===== config.mk =====
export PLATFORM = sky130hd
export DESIGN_NAME = diatonic_chord_voicer_top
export DESIGN_NICKNAME = d
export VERILOG_FILES = /design/src/sv/dcv_pkg.sv /design/src/sv/dcv_build.sv /design/src/sv/dcv_cell.sv /design/src/sv/dcv_ctrl.sv /design/src/sv/diatonic_chord_voicer_top.sv
export SDC_FILE = /design/constraint.sdc
export NUM_CORES = 1
export LEC_CHECK = 0
export ABC_CLOCK_PERIOD_IN_PS = 6000
export BUFFER_PORTS_ARGS = -buffer_cell sky130_fd_sc_hd__buf_4
export CAP_MARGIN = 30
export CORE_MARGIN = 2
export CORE_UTILIZATION = 25
export CTS_CLUSTER_DIAMETER = 40
export DETAILED_ROUTE_END_ITERATION = 10
export GPL_TIMING_DRIVEN = 0
export PLACE_DENSITY = 0.48
export SETUP_SLACK_MARGIN = 0.5
export SLEW_MARGIN = 15
export SYNTH_ARGS = -nofsm -noshare
export SYNTH_HDL_FRONTEND = slang
export SYNTH_HIERARCHICAL = 1
export SYNTH_SLANG_ARGS = --single-unit

===== constraint.sdc =====
create_clock -name clk -period 6 [get_ports clk]
set_input_delay 1.2 -clock clk [delete_from_list [all_inputs] [get_ports clk]]
set_output_delay 1.2 -clock clk [all_outputs]
set_load 0.03 [all_outputs]

===== src/sv/dcv_pkg.sv =====
`default_nettype none

package dcv_pkg;

    // Seven chord slots: degrees 1, 3, 5, 7, 9, 11, 13
    localparam int CELLS      = 7;
    localparam int SLOT_W     = $clog2(CELLS);
    localparam int NOTE_W     = 9;
    localparam int FIT_TRIES  = 8;
    localparam int FIT_W      = $clog2(FIT_TRIES + 1);
    localparam int SCALES     = 5;

    typedef logic [NOTE_W-1:0] note_t;

    localparam note_t RANGE_LOW  = note_t'(48);
    localparam note_t RANGE_HIGH = note_t'(84);
    localparam note_t OCTAVE     = note_t'(12);

    typedef enum logic [2:0] {
        CELL_HOLD,
        CELL_LOAD,
        CELL_SORT_EVEN,
        CELL_SORT_ODD,
        CELL_RAISE,
        CELL_UP,
        CELL_DOWN,
        CELL_SHIFT
    } cell_op_t;

    typedef struct packed {
        cell_op_t op;
    } cell_ctrl_t;

    localparam logic [3:0] SCALE_TAB [SCALES][CELLS] = '{
        '{4'd0, 4'd2, 4'd4, 4'd5, 4'd7, 4'd9, 4'd11},
        '{4'd0, 4'd2, 4'd3, 4'd5, 4'd7, 4'd8, 4'd10},
        '{4'd0, 4'd2, 4'd3, 4'd5, 4'd7, 4'd8, 4'd11},
        '{4'd0, 4'd2, 4'd3, 4'd5, 4'd7, 4'd9, 4'd10},
        '{4'd0, 4'd2, 4'd4, 4'd5, 4'd7, 4'd9, 4'd10}
    };

    // Semitone offset of chord slot above the root; slots from the ninth up wrap an octave
    function automatic logic [4:0] degree_offset(input logic [2:0] scale,
                                                 input logic [SLOT_W-1:0] slot);
        logic [2:0] row;
        logic [2:0] step;
        logic [4:0] base;
        row  = (scale < 3'(SCALES)) ? scale : 3'd0;
        step = slot[2] ? {slot[1:0], 1'b1} : {slot[1:0], 1'b0};
        base = {1'b0, SCALE_TAB[row][step]};
        return slot[2] ? base + 5'd12 : base;
    endfunction

endpackage

`default_nettype wire


===== src/sv/dcv_build.sv =====
`default_nettype none

module dcv_build (
    input  wire logic [6:0]  root_note,
    input  wire logic [2:0]  scale_kind,
    input  wire logic [2:0]  quality_level,
    input  wire logic        add_seventh,
    input  wire logic        add_ninth,
    input  wire logic        add_eleventh,
    input  wire logic        add_thirteenth,
    output dcv_pkg::note_t   load_note  [dcv_pkg::CELLS],
    output logic             load_valid [dcv_pkg::CELLS]
);

    always_comb
    begin
        for (int i = 0; i < dcv_pkg::CELLS; i++)
        begin
            load_note[i] = dcv_pkg::note_t'(root_note)
                         + dcv_pkg::note_t'(dcv_pkg::degree_offset(
                               scale_kind, dcv_pkg::SLOT_W'(i)));
        end
        load_valid[0] = 1'b1;
        load_valid[1] = 1'b1;
        load_valid[2] = 1'b1;
        load_valid[3] = (quality_level >= 3'd1) || add_seventh;
        load_valid[4] = (quality_level >= 3'd2) || add_ninth;
        load_valid[5] = (quality_level >= 3'd3) || add_eleventh;
        load_valid[6] = (quality_level >= 3'd4) || add_thirteenth;
    end

endmodule

`default_nettype wire


===== src/sv/dcv_cell.sv =====
`default_nettype none

module dcv_cell #(
    parameter int INDEX = 0
) (
    input  wire logic                clk,
    input  wire logic                rst_n,
    input  wire dcv_pkg::cell_ctrl_t ctrl,
    input  wire dcv_pkg::note_t      load_note,
    input  wire logic                load_valid,
    input  wire dcv_pkg::note_t      left_note,
    input  wire logic                left_valid,
    input  wire dcv_pkg::note_t      right_note,
    input  wire logic                right_valid,
    output dcv_pkg::note_t           note,
    output logic                     valid
);

    localparam bit HAS_RIGHT  = (INDEX < dcv_pkg::CELLS - 1);
    localparam bit EVEN_LEFT  = ((INDEX % 2) == 0) && HAS_RIGHT;
    localparam bit ODD_LEFT   = ((INDEX % 2) == 1) && HAS_RIGHT;
    localparam bit EVEN_RIGHT = ((INDEX % 2) == 1);
    localparam bit ODD_RIGHT  = ((INDEX % 2) == 0) && (INDEX > 0);

    dcv_pkg::note_t note_reg, note_next;
    logic           valid_reg, valid_next;

    // Empty cells sort above every note
    logic [dcv_pkg::NOTE_W:0] self_key, left_key, right_key;
    logic                     take_right, take_left;

    always_comb
    begin
        self_key   = {~valid_reg, note_reg};
        left_key   = {~left_valid, left_note};
        right_key  = {~right_valid, right_note};
        take_right = self_key > right_key;
        take_left  = left_key > self_key;

        note_next  = note_reg;
        valid_next = valid_reg;
        unique case (ctrl.op)
            dcv_pkg::CELL_HOLD:
            begin
            end
            dcv_pkg::CELL_LOAD:
            begin
                note_next  = load_note;
                valid_next = load_valid;
            end
            dcv_pkg::CELL_SORT_EVEN:
            begin
                if ((EVEN_LEFT && take_right))
                begin
                    note_next  = right_note;
                    valid_next = right_valid;
                end
                else if (EVEN_RIGHT && take_left)
                begin
                    note_next  = left_note;
                    valid_next = left_valid;
                end
            end
            dcv_pkg::CELL_SORT_ODD:
            begin
                if ((ODD_LEFT && take_right))
                begin
                    note_next  = right_note;
                    valid_next = right_valid;
                end
                else if (ODD_RIGHT && take_left)
                begin
                    note_next  = left_note;
                    valid_next = left_valid;
                end
            end
            dcv_pkg::CELL_RAISE:
            begin
                if (INDEX == 0)
                begin
                    note_next = note_reg + dcv_pkg::OCTAVE;
                end
            end
            dcv_pkg::CELL_UP:
            begin
                note_next = note_reg + dcv_pkg::OCTAVE;
            end
            dcv_pkg::CELL_DOWN:
            begin
                note_next = note_reg - dcv_pkg::OCTAVE;
            end
            dcv_pkg::CELL_SHIFT:
            begin
                note_next  = right_note;
                valid_next = right_valid;
            end
            default:
            begin
            end
        endcase
    end

    always_ff @(posedge clk or negedge rst_n)
    begin
        if (!rst_n)
        begin
            valid_reg <= 1'b0;
        end
        else
        begin
            valid_reg <= valid_next;
        end
    end

    always_ff @(posedge clk)
    begin
        note_reg <= note_next;
    end

    assign note  = note_reg;
    assign valid = valid_reg;

endmodule

`default_nettype wire


===== src/sv/dcv_ctrl.sv =====
`default_nettype none

module dcv_ctrl (
    input  wire logic                 clk,
    input  wire logic                 rst_n,
    input  wire logic                 in_valid,
    input  wire logic [2:0]           inversion_count,
    input  wire logic                 load_valid [dcv_pkg::CELLS],
    input  wire dcv_pkg::note_t       cell_note  [dcv_pkg::CELLS],
    input  wire logic                 cell_valid [dcv_pkg::CELLS],
    input  wire logic                 out_ready,
    output logic                      in_ready,
    output logic                      out_valid,
    output logic                      last_note,
    output dcv_pkg::cell_ctrl_t       ctrl
);

    typedef enum logic [2:0] {
        ST_IDLE,
        ST_SORT,
        ST_RAISE,
        ST_FIT,
        ST_OUT
    } state_t;

    state_t                      state_reg, state_next;
    logic [dcv_pkg::SLOT_W-1:0]  pass_reg, pass_next;
    logic [2:0]                  inv_reg, inv_next;
    logic [dcv_pkg::FIT_W-1:0]   fit_reg, fit_next;
    logic [2:0]                  cnt_reg, cnt_next;

    logic [2:0]                  count;
    logic [2:0]                  tail_idx;
    dcv_pkg::note_t              head, tail;

    always_comb
    begin
        count = 3'd0;
        for (int i = 0; i < dcv_pkg::CELLS; i++)
        begin
            count = count + {2'b00, load_valid[i]};
        end
    end

    assign tail_idx  = cnt_reg - 3'd1;
    assign head      = cell_note[0];
    assign tail      = cell_note[tail_idx];
    assign in_ready  = (state_reg == ST_IDLE);
    assign out_valid = (state_reg == ST_OUT);
    assign last_note = !cell_valid[1];

    always_comb
    begin
        state_next = state_reg;
        pass_next  = pass_reg;
        inv_next   = inv_reg;
        fit_next   = fit_reg;
        cnt_next   = cnt_reg;
        ctrl.op    = dcv_pkg::CELL_HOLD;
        unique case (state_reg)
            ST_IDLE:
            begin
                if (in_valid)
                begin
                    ctrl.op    = dcv_pkg::CELL_LOAD;
                    cnt_next   = count;
                    inv_next   = (inversion_count > count - 3'd1) ? count - 3'd1
                                                                  : inversion_count;
                    pass_next  = '0;
                    fit_next   = '0;
                    state_next = ST_SORT;
                end
            end
            ST_SORT:
            begin
                ctrl.op = pass_reg[0] ? dcv_pkg::CELL_SORT_ODD : dcv_pkg::CELL_SORT_EVEN;
                if (pass_reg == dcv_pkg::SLOT_W'(dcv_pkg::CELLS - 1))
                begin
                    pass_next  = '0;
                    state_next = (inv_reg != 3'd0) ? ST_RAISE : ST_FIT;
                end
                else
                begin
                    pass_next = pass_reg + 1'b1;
                end
            end
            ST_RAISE:
            begin
                ctrl.op    = dcv_pkg::CELL_RAISE;
                inv_next   = inv_reg - 3'd1;
                state_next = ST_SORT;
            end
            ST_FIT:
            begin
                if ((fit_reg == dcv_pkg::FIT_W'(dcv_pkg::FIT_TRIES))
                    || ((head >= dcv_pkg::RANGE_LOW) && (tail <= dcv_pkg::RANGE_HIGH)))
                begin
                    state_next = ST_OUT;
                end
                else
                begin
                    ctrl.op  = (head < dcv_pkg::RANGE_LOW) ? dcv_pkg::CELL_UP
                                                           : dcv_pkg::CELL_DOWN;
                    fit_next = fit_reg + 1'b1;
                end
            end
            ST_OUT:
            begin
                if (out_ready)
                begin
                    ctrl.op = dcv_pkg::CELL_SHIFT;
                    if (last_note)
                    begin
                        state_next = ST_IDLE;
                    end
                end
            end
            default:
            begin
                state_next = ST_IDLE;
            end
        endcase
    end

    always_ff @(posedge clk or negedge rst_n)
    begin
        if (!rst_n)
        begin
            state_reg <= ST_IDLE;
            pass_reg  <= '0;
            inv_reg   <= '0;
            fit_reg   <= '0;
            cnt_reg   <= 3'd3;
        end
        else
        begin
            state_reg <= state_next;
            pass_reg  <= pass_next;
            inv_reg   <= inv_next;
            fit_reg   <= fit_next;
            cnt_reg   <= cnt_next;
        end
    end

    a_busy_after_accept: assert property (@(posedge clk) disable iff (!rst_n)
        (in_valid && in_ready) |=> !in_ready)
        else $error("new request taken while a chord is in progress");

    a_chain_empty_idle: assert property (@(posedge clk) disable iff (!rst_n)
        in_ready |-> !cell_valid[0])
        else $error("cell chain not empty when idle");

    a_head_valid_out: assert property (@(posedge clk) disable iff (!rst_n)
        out_valid |-> cell_valid[0])
        else $error("word offered from an empty cell");

    a_last_frees: assert property (@(posedge clk) disable iff (!rst_n)
        (out_valid && out_ready && last_note) |=> in_ready)
        else $error("not idle after final note");

    a_fit_bound: assert property (@(posedge clk) disable iff (!rst_n)
        fit_reg <= dcv_pkg::FIT_W'(dcv_pkg::FIT_TRIES))
        else $error("octave fitting ran past its limit");

endmodule

`default_nettype wire


===== src/sv/diatonic_chord_voicer_top.sv =====
`default_nettype none

// Diatonic chord voicer: one request word in, three to seven note words out.
// First note is offered after the load, a seven-pass odd-even sort of the cell chain,
// I inversions (each raises the lowest note an octave, then sorts) and F octave shifts;
// I is the applied inversion count (0..6), F the octave shifts made (0..8). Notes then
// leave one a cycle while out_ready is high. One request is worked at a time.
// Reset (rst_n, asynchronous, active low) empties the chain and returns to idle.
module diatonic_chord_voicer_top (
    input  wire logic       clk,
    input  wire logic       rst_n,
    input  wire logic       in_valid,
    output logic            in_ready,
    input  wire logic [6:0] root_note,
    input  wire logic [2:0] scale_kind,
    input  wire logic [2:0] quality_level,
    input  wire logic [2:0] inversion_count,
    input  wire logic       add_seventh,
    input  wire logic       add_ninth,
    input  wire logic       add_eleventh,
    input  wire logic       add_thirteenth,
    output logic            out_valid,
    input  wire logic       out_ready,
    output logic [6:0]      chord_note,
    output logic            last_note
);

    dcv_pkg::note_t      load_note  [dcv_pkg::CELLS];
    logic                load_valid [dcv_pkg::CELLS];
    dcv_pkg::note_t      cell_note  [dcv_pkg::CELLS];
    logic                cell_valid [dcv_pkg::CELLS];
    dcv_pkg::cell_ctrl_t ctrl;

    // Stack the thirds: one slot per degree, unused extensions marked empty
    dcv_build u_build (
        .root_note      (root_note),
        .scale_kind     (scale_kind),
        .quality_level  (quality_level),
        .add_seventh    (add_seventh),
        .add_ninth      (add_ninth),
        .add_eleventh   (add_eleventh),
        .add_thirteenth (add_thirteenth),
        .load_note      (load_note),
        .load_valid     (load_valid)
    );

    // Sequence load, sort passes, inversions, octave fitting and drain
    dcv_ctrl u_ctrl (
        .clk             (clk),
        .rst_n           (rst_n),
        .in_valid        (in_valid),
        .inversion_count (inversion_count),
        .load_valid      (load_valid),
        .cell_note       (cell_note),
        .cell_valid      (cell_valid),
        .out_ready       (out_ready),
        .in_ready        (in_ready),
        .out_valid       (out_valid),
        .last_note       (last_note),
        .ctrl            (ctrl)
    );

    // The chain: each cell trades with its neighbours on sort passes, and on
    // drain every cell takes its right neighbour so the lowest note leaves first.
    for (genvar g = 0; g < dcv_pkg::CELLS; g++)
    begin : g_cell
        dcv_pkg::note_t l_note, r_note;
        logic           l_valid, r_valid;

        if (g == 0)
        begin : g_head
            assign l_note  = '0;
            assign l_valid = 1'b0;
        end
        else
        begin : g_mid_l
            assign l_note  = cell_note[g-1];
            assign l_valid = cell_valid[g-1];
        end

        if (g == dcv_pkg::CELLS - 1)
        begin : g_tail
            // Feed an empty slot into the end of the chain on drain
            assign r_note  = '0;
            assign r_valid = 1'b0;
        end
        else
        begin : g_mid_r
            assign r_note  = cell_note[g+1];
            assign r_valid = cell_valid[g+1];
        end

        dcv_cell #(
            .INDEX (g)
        ) u_cell (
            .clk         (clk),
            .rst_n       (rst_n),
            .ctrl        (ctrl),
            .load_note   (load_note[g]),
            .load_valid  (load_valid[g]),
            .left_note   (l_note),
            .left_valid  (l_valid),
            .right_note  (r_note),
            .right_valid (r_valid),
            .note        (cell_note[g]),
            .valid       (cell_valid[g])
        );
    end

    // Head cell is the output register; drop the octave guard bits
    assign chord_note = cell_note[0][6:0];

endmodule

`default_nettype wire


[Yosys cells after proc, flatten, opt, wreduce, memory -nomap -nowiden]
Memories as Yosys holds them, arrays and structs flattened.
Index checks and enable logic that the tools add are counted.
Word-level totals
  logic and storage cells: 208
  bits in registers: 86
  ROM bits: 224
  output and inout port bits: 10
  bits of input ports: 24
  memories: 1
Cells by class
  reductions and logical operators: 38
  bitwise gates (word level): 9
  equal/unequal tests: 25
  magnitude comparators: 17
  add/subtract/negate cells: 33
  muxes and demuxes: 66
Memories
  (name not given): words 8, width 28, rd ports 1, clocked after Yosys merged registers in 0, wr ports 0, line dcv_pkg.sv:50  | base = {1'b0, SCALE_TAB[row][step]};
Operators by type and width (number)
  $pmux 9 s6: 5
  $mux 9: 14
  $pmux 9 s5: 2
  $add 9x4->9 const B: 7
  $sub 9x4->9 const B: 7
  $gt 10x10->1: 6
  $mux 28: 2
  $mux 3: 12
  $reduce_and 3->1: 11
  $add 7x4->8: 4
  $pmux 3 s5: 2
  $bmux 9 s3: 1
  $add 7x5->8: 3
  $pmux 1 s4: 5
  $eq 3x3->1 const B: 6
  $ne 2x1->1 const B: 9
  $add 4x4->5 const B: 3
  $mux 1: 15
  $reduce_and 2->1: 7
  $eq 3x2->1 const B: 4
  $pmux 3 s2: 2
  $reduce_bool 5->1: 2
  $add 3x1->3: 3
  $ge 9x6->1 const B: 1
  31 further kinds: 55

[Depth between registers and ports, before layout]
Gate-level depths: netlist of the first run.
  word-level depth: 14
  mapped depth: 25
  gate-level depth less buffers: 20

[Cells and area by module]
Netlist of the first run, hierarchy kept.
By module, submodules not included
  dcv_cell (g_cell[1].u_cell ...): area an instance 1491.4 um2, times used 3, sequential area each 295.3 um2, cells an instance 181
  dcv_cell (g_cell[2].u_cell ...): area an instance 1592.8 um2, times used 2, sequential area each 295.3 um2, cells an instance 198
  dcv_ctrl: area an instance 1747.9 um2, times used 1, sequential area each 402.9 um2, cells an instance 207
  dcv_cell (g_cell[6].u_cell): area an instance 1231.2 um2, times used 1, sequential area each 295.3 um2, cells an instance 138
  dcv_cell (g_cell[0].u_cell): area an instance 1092.3 um2, times used 1, sequential area each 295.3 um2, cells an instance 121
  dcv_build: area an instance 1057.3 um2, times used 1, sequential area each 0.0 um2, cells an instance 147
  diatonic_chord_voicer_top: area an instance 3.8 um2, times used 1, sequential area each 0.0 um2, cells an instance 1

[Worst setup path after synthesis of the first run]
Ideal clock, no wire load.
  path type: reg2reg
  start point: register u_ctrl.cnt_reg[0]
  end point: register g_cell[4].u_cell.note_reg[8] (data pin)
  data required time: 5741 ps
  arrival: 5116 ps
  clock period less this slack: 5375 ps
  cell stages (with the launch flop): 25
  library setup time: 259 ps
  buffers on the path: 6
  path slack: 625 ps
  path through: dfstp_2 > buf_2 > clkinv_1 > ha_1 > buf_2 > buf_1 > nand2_1 > mux2i_1 > mux2i_1 > o31ai_4 > a21oi_1 > o21bai_1 > a211o_1 > buf_6 > clkbuf_8 > clkbuf_1 > nand2_1 > inv_1 > ha_1 > nor2b_1 > o21ai_1 > a21oi_1 > mux2i_1 > nor3_1 > a211o_1
RTL lines
  from (decl): line dcv_ctrl.sv:30  | logic [2:0] cnt_reg, cnt_next;
  from (signal assigned): line dcv_ctrl.sv:141  | cnt_reg <= cnt_next;
  to (signal assigned): line dcv_cell.sv:117  | note_reg <= note_next;
  to (decl): line dcv_cell.sv:25  | dcv_pkg::note_t note_reg, note_next;

==> results.sh, run 1 <==
export IMPL_drtAntennaViolNets=0
export IMPL_globalRouteOverflowTotal=0
export IMPL_ys_warn_count=6
export IMPL_vias=12047
export IMPL_hold_start="u_ctrl/fit_reg[3]"
export IMPL_drt_wl_total_mm=44.9
export IMPL_rsz0062_at_grt="false"
export IMPL_cts_hold_buf=0
export IMPL_synth_edff_count=63
export IMPL_clk_pin_slew_ps=70
export IMPL_grt_max_degree=24
export IMPL_slew_viol_final=0
export IMPL_status="finished, final reports clean"
export IMPL_worstHoldEndpoint="u_ctrl/fit_reg[3]"
export IMPL_hold_depth=1
export IMPL_place_congestion=0.829
export IMPL_fin_skew_ps=8.07
export IMPL_ys_flop_type="edfxtp_1"
export IMPL_hold_viol_final=0
export IMPL_start_kind="flip-flop"
export IMPL_setup_viol=0
export IMPL_drc=0
export IMPL_path_class="flip-flop to flip-flop"
export IMPL_fin_crit_ps=5320
export IMPL_final_cell_mix="199 x inv_1, 168 x ha_1, 145 x a21oi_1"
export IMPL_antenna_found_initial=0
export IMPL_h_tree_depth=3
export IMPL_relSlewSlack_pct=27.3
export IMPL_r2r_setup_slack_ps=680
export IMPL_drive_above_1_share_pct=13.4
export IMPL_wire_per_inst_um=19.5
export IMPL_synth_seq_cells=86
export IMPL_synthToLayoutAreaGrowth_pct=13.4
export IMPL_reg2regPathDepth=23
export IMPL_cts_buffer_depth=2
export IMPL_hp_class="flip-flop to flip-flop"
export IMPL_multiInputGateArea_um2=9180
export IMPL_fmax_mhz=188
export IMPL_core_um2=50400
export IMPL_fp_dieW_um=230
export IMPL_root_buffer="clkbuf_16"
export IMPL_grt_total_usage_pct=16.9
export IMPL_io_buffers=31
export IMPL_timing_final_ws_setup_ps=683
export IMPL_dp_final_hpwl_mm=33.1
export IMPL_cts_tree="done"
export IMPL_fin_nets=1827
export IMPL_num_io_pins=34
export IMPL_worst_ep_arrival_time_ps=5450
export IMPL_avgSynthCellArea_um2=8.24
export IMPL_vias_per_cell=5.23
export IMPL_synth_cells=1553
export IMPL_seqCellArea_um2=2470
export IMPL_syn_area_um2=12800
export IMPL_min_period_over_period_pct=88.6
export IMPL_layout_commonest_cell="inv_1"
export IMPL_dieArea_um2=53000
export IMPL_die_y_um=230
export IMPL_firstDrtPassIters=6
export IMPL_regToRegEndpoint="g_cell[2].u_cell/note[8]"
export IMPL_dp_slack_ps=-770
export IMPL_antennaDiodeCount=0
export IMPL_cp_max_fo=10
export IMPL_worstSetupEndpointType="flip-flop"
export IMPL_numCtsBuffers=9
export IMPL_num_rows=82
export IMPL_cts_sinks=86
export IMPL_synth_async_reset_ratio_pct=26.7
export IMPL_grt_first_pass_wirelength_mm=69.2
export IMPL_fillers=5418
export IMPL_tightestPinTransition_ps=1060
export IMPL_drt_iter0_markers=1002
export IMPL_drv_cap=0
export IMPL_worstReg2RegStart="u_ctrl/cnt_reg[0]"
export IMPL_ys_seq_area_share_pct=19.3
export IMPL_synthDistinctLibCells=109
export IMPL_insertion_delay_ps=380
export IMPL_initial_core_util_pct=25.4
export IMPL_crit_required_ps=6130
export IMPL_largest_reg_flops=63
export IMPL_grt_pass1_vias=11607
kinds of logic after synthesis:
| logic type | after synthesis | synth area share (%) |
|---|---|---|
| AO/OA/AOI/OAI | 501 | 27.1 |
| buffers and inverters | 287 | 10.3 |
| adder cells (fa/ha/maj) | 177 | 17.8 |
| flip-flops | 86 | 19.3 |
| AND/OR/NAND/NOR | 383 | 16.0 |
| XOR/XNOR | 70 | 4.91 |
| other | 3 | 0.0880 |
| multiplexers | 46 | 4.50 |
synthesized netlist by cell type (21+ instances only):
cell type,number,area (um2)
a211oi_1,32,240
a21o_1,26,195
a21oi_1,146,731
a22oi_1,29,218
buf_2,25,125
buf_4,29,218
dfrtp_1,21,526
edfxtp_1,63,1890
ha_1,169,2110
inv_1,202,758
mux2i_1,23,230
nand2_1,109,409
nand2b_1,22,138
nand3_1,25,125
nand4_1,23,144
nor2_1,65,244
nor2b_1,41,257
nor3_1,34,170
o21ai_0,90,450
xnor2_1,48,420
through the flow:
| stage | std cells | util (%) | setup TNS [ps] | hold slack [ps] | area, um2 |
|---|---|---|---|---|---|
| after global routing | 2303 | 28.8 | 0 | 523 | 14500 |
| after detailed placement | 2277 | 27.8 | -8020 | 481 | 14000 |
| after global placement | 2274 | 27.7 | -26850 | 472 | 13900 |
| after CTS | 2297 | 28.5 | 0 | 489 | 14400 |
| after floorplan | 1571 | - | 0 | 448 | 12900 |
| final | 2303 | 28.8 | 0 | 487 | 14500 |
worst max-delay path by stage:
stage	from	endpoint	slack, ps
after floorplan	u_ctrl/cnt_reg[0]	g_cell[4].u_cell/note[8]	620
after global placement	u_ctrl/cnt_reg[0]	g_cell[4].u_cell/note[4]	-1210
after detailed placement	u_ctrl/cnt_reg[0]	g_cell[4].u_cell/note[4]	-770
after CTS	u_ctrl/cnt_reg[0]	g_cell[2].u_cell/note[8]	540
after global routing	u_ctrl/cnt_reg[0]	g_cell[2].u_cell/note[8]	490
final	u_ctrl/cnt_reg[0]	g_cell[2].u_cell/note[8]	680
critical path, cell delays in order, from the launching register on:
cell,delay (ps)
dfstp_2,540
buf_12,140
inv_8,50
ha_4,170
xor2_4,220
mux4_2,530
mux2_4,320
nor3_4,180
a21boi_4,230
nor2_2,80
or3_4,480
buf_6,170
buf_2,190
inv_2,110
nor2_2,60
nand2_1,90
inv_1,130
fa_2,390
nor2b_1,160
o21ai_2,90
a21oi_2,150
mux2i_1,260
nor3_1,80
a211o_1,220
layout make-up:
type / count / share of cell area (%)
Clock buffer: 11 / 1.60
Clock inverter: 5 / 0.345
Timing Repair Buffer: 44 / 2.48
Multi-Input combinational cell: 1198 / 63.3
Buffer: 84 / 4.12
Tap cell: 672 / 5.80
Sequential cell: 86 / 17.0
Inverter: 203 / 5.31
routing by layer:
layer / vias to the layer above / global-route usage [%] / wire (um)
li1: 5798 / - / -
met1: 5835 / 23.6 / 21400
met2: 372 / 26.9 / 20100
met3: 42 / 3.19 / 2600
met4: 0 / 3.71 / 754
met5: - / 0 / 0
what timing repair did:
| action | 4_1_cts | 5_1_grt |
|---|---|---|
| buffers inserted | 4 | 6 |
| pin swaps | 1 | 5 |
| gates resized for setup | 19 | 26 |
| endpoints found under the setup margin | 96 | 11 |
Power of run 1 is not shown: default switching activity piles up to over one toggle a cycle in this logic, so the estimate is an artifact.
==> run 2: changes to the inputs <==
--- a/config.mk
+++ b/config.mk
@@ -5,6 +5,7 @@
 export SDC_FILE = /design/constraint.sdc
 export NUM_CORES = 1
 export LEC_CHECK = 0
+export ABC_AREA = 1
 export ABC_CLOCK_PERIOD_IN_PS = 6000
 export BUFFER_PORTS_ARGS = -buffer_cell sky130_fd_sc_hd__buf_4
 export CAP_MARGIN = 30
==> run 2 against run 1 <==
Effect of this change: global-route usage shrank 0.15 points; clock-buffer cell count shrank 2; cell area decreased by 5.6%; register-to-register slack better by 430 ps; fmax grew 8.7%; cell count is 9.7% higher; critical path depth is 1 higher.
==> results.sh, run 2 <==
export IMPL_root_buffer="clkbuf_16"
export IMPL_cts_sinks=86
export IMPL_place_congestion=0.869
export IMPL_drt_iter0_markers=771
export IMPL_dp_final_hpwl_mm=32.6
export IMPL_drt_wl_total_mm=41.7
export IMPL_insertion_delay_ps=370
export IMPL_clk_pin_slew_ps=70
export IMPL_utilization_pct=28.6
export IMPL_synth_compound_area_share_pct=11.0
export IMPL_synth_area_mux_share_pct=0
export IMPL_synth_cells=1841
export IMPL_synth_commonest_cells="547 x nand2_1, 330 x inv_1, 169 x ha_1"
export IMPL_synth_top_family_by_area="simple AND/OR/NAND/NOR gates"
export IMPL_syn_area_um2=12200
export IMPL_layoutNonFillerInstCount=2526
export IMPL_multiInputGateArea_um2=8190
export IMPL_vias=12111
export IMPL_dieArea_um2=50600
export IMPL_synth_xor_area_share_pct=2.58
export IMPL_drtAntennaViolNets=0
export IMPL_status="finished, final reports clean"
export IMPL_grt_pass1_vias=11700
export IMPL_setup_viol=0
export IMPL_synth_fa_ha_area_share_pct=18.9
export IMPL_hold_viol_final=0
export IMPL_seqCellArea_um2=2470
export IMPL_drv_cap=0
export IMPL_slew_viol_final=0
export IMPL_wire_per_inst_um=16.5
export IMPL_initial_core_util_pct=25.5
export IMPL_grt_first_pass_wirelength_mm=65.5
export IMPL_hold_start="u_ctrl/inv_reg[1]"
export IMPL_fin_nets=2107
export IMPL_min_period_over_period_pct=81.5
export IMPL_avgSynthCellArea_um2=6.63
export IMPL_yosysMostFrequentCell="nand2_1"
export IMPL_reg2regPathDepth=24
export IMPL_hold_depth=2
export IMPL_largest_reg_flops=63
export IMPL_synth_async_reset_ratio_pct=26.7
export IMPL_synth_edff_count=63
export IMPL_tightestPinTransition_ps=807
export IMPL_cts_buffer_depth=2
export IMPL_synth_top_cell_area_share_pct=17.3
export IMPL_yosys_top_cells_area="ha_1 17%, nand2_1 17%, edfxtp_1 16%, inv_1 10%, nand3_1 5.5%"
export IMPL_fillers=5292
export IMPL_drive_above_1_share_pct=9.21
export IMPL_dp_slack_ps=889
export IMPL_fin_skew_ps=13.3
export IMPL_path_class="flip-flop to flip-flop"
export IMPL_drc=0
export IMPL_worstHoldEndpoint="u_ctrl/inv_reg[1]"
export IMPL_hp_class="flip-flop to flip-flop"
export IMPL_ys_seq_area_share_pct=20.2
export IMPL_grt_max_degree=24
export IMPL_dpl_cell_count=2510
export IMPL_post_cts_resized=0
export IMPL_final_cell_mix="547 x nand2_1, 330 x inv_1, 169 x ha_1"
export IMPL_antenna_found_initial=0
export IMPL_fmax_mhz=204
export IMPL_firstDrtPassIters=5
export IMPL_num_rows=80
export IMPL_grt_total_usage_pct=16.8
export IMPL_r2r_setup_slack_ps=1110
export IMPL_worstSetupEndpointType="flip-flop"
export IMPL_num_io_pins=34
export IMPL_io_buffers=32
export IMPL_worst_ep_arrival_time_ps=5000
export IMPL_postCtsSetupBuffers=0
export IMPL_ys_flop_type="edfxtp_1"
export IMPL_cts_hold_buf=0
export IMPL_start_kind="flip-flop"
export IMPL_ys_warn_count=6
export IMPL_die_y_um=225
export IMPL_layout_commonest_cell="nand2_1"
export IMPL_fp_dieW_um=225
export IMPL_core_um2=47900
export IMPL_globalRouteOverflowTotal=0
export IMPL_synth_seq_cells=86
export IMPL_cts_tree="done"
export IMPL_regToRegEndpoint="g_cell[4].u_cell/note[8]"
export IMPL_vias_per_cell=4.79
export IMPL_h_tree_depth=3
export IMPL_synthToLayoutAreaGrowth_pct=12.2
export IMPL_yosys_area_share_simple_pct=33.7
export IMPL_fin_crit_ps=4890
export IMPL_timing_final_ws_setup_ps=1110
export IMPL_yosysTopAreaCell="ha_1"
export IMPL_cp_max_fo=14
export IMPL_worstReg2RegStart="u_ctrl/cnt_reg[0]"
export IMPL_antennaDiodeCount=0
export IMPL_relSlewSlack_pct=46.2
export IMPL_rsz0062_at_grt="false"
export IMPL_synthDistinctLibCells=54
export IMPL_crit_required_ps=6110
export IMPL_numCtsBuffers=9
==> run 2: changes by cell type after synthesis, moves of 26 or more <==
| cell | delta |
|---|---|
| xnor2_1 | -44 |
| a211oi_1 | -31 |
| o21ai_0 | -59 |
| nand4_1 | +38 |
| inv_1 | +128 |
| a21oi_1 | -66 |
| nand3_1 | +109 |
| nor3_1 | -26 |
| nor2b_1 | -41 |
| nor2_1 | +55 |
| nand2_1 | +438 |
==> run 2: cells by family after synthesis <==
logic type / after synthesis
xor gates and xnor gates: 36
and+or+nand+nor: 933
buffers and inverters: 393
DFF: 86
other: 3
adders and majority gates: 180
AOI/OAI and AO/OA: 210
==> run 2: worst max-delay path by stage <==
stage,startpoint,end,cells after the start
after floorplan,u_ctrl/cnt_reg[0],g_cell[2].u_cell/note[6],22
after global placement,u_ctrl/cnt_reg[0],g_cell[2].u_cell/note[8],23
after detailed placement,quality_level[2],u_ctrl/inv_reg[1],19
after CTS,u_ctrl/cnt_reg[0],g_cell[4].u_cell/note[8],24
after global routing,u_ctrl/cnt_reg[0],g_cell[4].u_cell/note[8],24
final,u_ctrl/cnt_reg[0],g_cell[4].u_cell/note[8],24
==> run 2: layer usage <==
layer,global-route usage (%),routed length [um],part of all wire [%],vias to the layer above
met5,0,0,0,-
met4,6.17,1180,2.8,0
met3,1.81,2000,4.8,55
met2,27.6,18900,45,293
met1,22.6,19600,47,5634
li1,-,-,-,6129
==> run 2: area by class of cell <==
cell class,instances,share of cell area (%)
Multi-Input combinational cell,1380,59.8
Sequential cell,86,18.0
Inverter,358,9.93
Tap cell,615,5.62
Timing Repair Buffer,36,2.32
Buffer,35,2.07
Clock buffer,9,1.64
Clock inverter,7,0.594
==> run 2: per-stage QoR <==
step / hold WS (ps) / setup TNS [ps] / area, um2
6_report: 496 / 0 / 13700
3_3_place_gp: 475 / -76940 / 13300
3_5_place_dp: 479 / 0 / 13400
4_1_cts: 498 / 0 / 13700
2_1_floorplan: 459 / 0 / 12300
5_1_grt: 513 / 0 / 13700
==> run 2: critical path: stages, from the launching register on <==
cell and delay, ps:
dfstp_2 630, inv_2 90, buf_6 150, ha_1 410
inv_2 210, nand2_2 120, nor2_1 100, nor2_1 50
nand2_1 80, nand2_1 60, nand2_1 90, inv_1 40
nand2_1 100, nand3_4 170, o21bai_4 570, buf_16 240
nand3_1 170, inv_1 200, ha_1 310, a21oi_1 160
nand2_1 100, a21boi_0 280, nand2b_1 90, nand3_1 100
nand4_1 70
Power of run 2 is left out for the same reason.
==> run 3: changes to the inputs <==
--- a/config.mk
+++ b/config.mk
@@ -5,8 +5,8 @@
 export SDC_FILE = /design/constraint.sdc
 export NUM_CORES = 1
 export LEC_CHECK = 0
-export ABC_AREA = 1
-export ABC_CLOCK_PERIOD_IN_PS = 6000
+export ABC_AREA = 0
+export ABC_CLOCK_PERIOD_IN_PS = 4150
 export BUFFER_PORTS_ARGS = -buffer_cell sky130_fd_sc_hd__buf_4
 export CAP_MARGIN = 30
 export CORE_MARGIN = 2
@@ -14,7 +14,7 @@
 export CTS_CLUSTER_DIAMETER = 40
 export DETAILED_ROUTE_END_ITERATION = 10
 export GPL_TIMING_DRIVEN = 0
-export PLACE_DENSITY = 0.48
+export PLACE_DENSITY = 0.49
 export SETUP_SLACK_MARGIN = 0.5
 export SLEW_MARGIN = 15
 export SYNTH_ARGS = -nofsm -noshare
==> constraint.sdc (replaced) <==
create_clock -name clk -period 4.15 [get_ports clk]
set_input_delay 0.83 -clock clk [delete_from_list [all_inputs] [get_ports clk]]
set_output_delay 0.83 -clock clk [all_outputs]
set_load 0.03 [all_outputs]
==> run 3 against run 2 <==
Effect of this change: the flow now finishes with violations (setup timing); sequential cell count unchanged; clock skew increased by 2.4 ps; hold slack got worse by 92 ps; first-iteration DRC count increased by 17%; critical path depth decreased by 1; non-clock buffer count increased by 170; clock-buffer cell count unchanged; utilization increased by 5.5 points; sequential share of layout area decreased by 3.6 points; fmax decreased by 0.12%; highest routed layer unchanged; via count increased by 6.3%; register-to-register slack got worse by 1900 ps.
==> results.sh, run 3 (synthesis results as in run 1) <==
export IMPL_violations="setup timing"
export IMPL_num_rows=82
export IMPL_wire_per_inst_um=20.4
export IMPL_fmax_mhz=204
export IMPL_dp_final_hpwl_mm=33.0
export IMPL_vias_per_cell=5.32
export IMPL_drtAntennaViolNets=0
export IMPL_synthToLayoutAreaGrowth_pct=34.0
export IMPL_drc=0
export IMPL_grt_max_degree=27
export IMPL_root_buffer="clkbuf_16"
export IMPL_start_kind="flip-flop"
export IMPL_die_y_um=230
export IMPL_min_period_over_period_pct=118
export IMPL_worstSetupEndpointType="flip-flop"
export IMPL_globalRouteOverflowTotal=0
export IMPL_cp_max_fo=5
export IMPL_fin_skew_ps=15.7
export IMPL_path_class="flip-flop to flip-flop"
export IMPL_numCtsBuffers=9
export IMPL_fin_nets=1941
export IMPL_slew_viol_final=0
export IMPL_clk_pin_slew_ps=80
export IMPL_utilization_pct=34.0
export IMPL_cts_hold_buf=0
export IMPL_status="finished, violations left"
export IMPL_io_buffers=31
export IMPL_rsz0062_at_grt="true"
export IMPL_drive_above_1_share_pct=29.6
export IMPL_largest_reg_flops=63
export IMPL_drt_iter0_markers=899
export IMPL_grt_total_usage_pct=18.3
export IMPL_relSlewSlack_pct=38.5
export IMPL_drv_cap=0
export IMPL_h_tree_depth=3
export IMPL_grt_pass1_vias=12652
export IMPL_r2r_setup_slack_ps=-750
export IMPL_firstDrtPassIters=6
export IMPL_timing_final_ws_setup_ps=-746
export IMPL_final_cell_mix="186 x inv_1, 146 x ha_1, 123 x buf_4"
export IMPL_num_io_pins=34
export IMPL_tightestPinTransition_ps=922
export IMPL_hold_viol_final=0
export IMPL_core_um2=50400
export IMPL_antenna_found_initial=0
export IMPL_place_congestion=0.842
export IMPL_dpl_cell_count=2275
export IMPL_layoutNonFillerInstCount=2418
export IMPL_fp_dieW_um=230
export IMPL_fin_crit_ps=4900
export IMPL_setup_viol=113
export IMPL_dieArea_um2=53000
export IMPL_grt_first_pass_wirelength_mm=75.0
export IMPL_layout_commonest_cell="inv_1"
export IMPL_vias=12873
export IMPL_crit_required_ps=4280
export IMPL_finalSetupTns_ps=-30440
export IMPL_cts_sinks=86
export IMPL_cts_buffer_depth=2
export IMPL_initial_core_util_pct=25.4
export IMPL_hp_class="input port to asynchronous set/reset pin"
export IMPL_cts_tree="done"
export IMPL_drt_wl_total_mm=49.4
export IMPL_worst_ep_arrival_time_ps=5030
export IMPL_fillers=5136
export IMPL_insertion_delay_ps=390
-- run 3: final cells by class --
cell class / count / area [um2] / area share [%]
Multi-Input combinational cell: 1199 / 10400 / 60.8
Sequential cell: 86 / 2470 / 14.4
Timing Repair Buffer: 157 / 1440 / 8.42
Buffer: 84 / 852 / 4.97
Tap cell: 672 / 841 / 4.91
Inverter: 203 / 826 / 4.82
Clock buffer: 9 / 225 / 1.31
Clock inverter: 7 / 61.3 / 0.358
Antenna cell: 1 / 2.50 / 0.0146
-- run 3: critical path: stages (launching register included) --
cell	delay (ps)
dfstp_2	550
buf_12	120
clkinv_8	40
ha_4	170
xor2_4	250
buf_6	130
mux4_2	510
mux2i_4	190
o31ai_4	140
a21oi_4	190
o21bai_4	100
a211o_4	410
buf_6	150
clkbuf_16	140
clkbuf_16	140
nand2_8	80
inv_8	40
fa_2	370
xor2_1	140
a21oi_1	60
a311oi_2	350
a21oi_1	130
a21oi_1	140
o21ai_1	80
-- run 3: routing by layer --
metal | GRT usage, % | up-vias | share of wire [%]
li1 | - | 6027 | -
met4 | 6.83 | 0 | 3.2
met5 | 0 | - | 0
met2 | 31.4 | 382 | 48
met1 | 23.6 | 6374 | 44
met3 | 2.03 | 90 | 4.6
-- run 3: timing repair --
action / 4_1_cts / 5_1_grt
gates resized for setup: 213 / 122
pin swaps: 109 / 97
setup buffers: 87 / 35
setup endpoints to repair: 136 / 136
cloned: 4 / 0
-- run 3: through the flow --
stage	hold WS, ps	cell area, um2	worst slack, ps
after floorplan	448	13300	-532
after global placement	470	14400	-2170
after detailed placement	477	14400	-1290
after CTS	401	16300	-837
after global routing	422	17100	-877
final	404	17100	-746
-- run 3: path summary, 6_finish.rpt --
check	end	start	depth (start not counted)
max	g_cell[4].u_cell/note[4]	u_ctrl/cnt_reg[0]	23
min	g_cell[4].u_cell/valid	rst_n	1
max reg2reg	g_cell[4].u_cell/note[4]	u_ctrl/cnt_reg[0]	23
min reg2reg	u_ctrl/fit_reg[3]	u_ctrl/fit_reg[3]	1
max in group asynchronous	u_ctrl/cnt_reg[1]	rst_n	1
min in group clk	u_ctrl/fit_reg[3]	u_ctrl/fit_reg[3]	1
Power of run 3 is left out for the same reason.
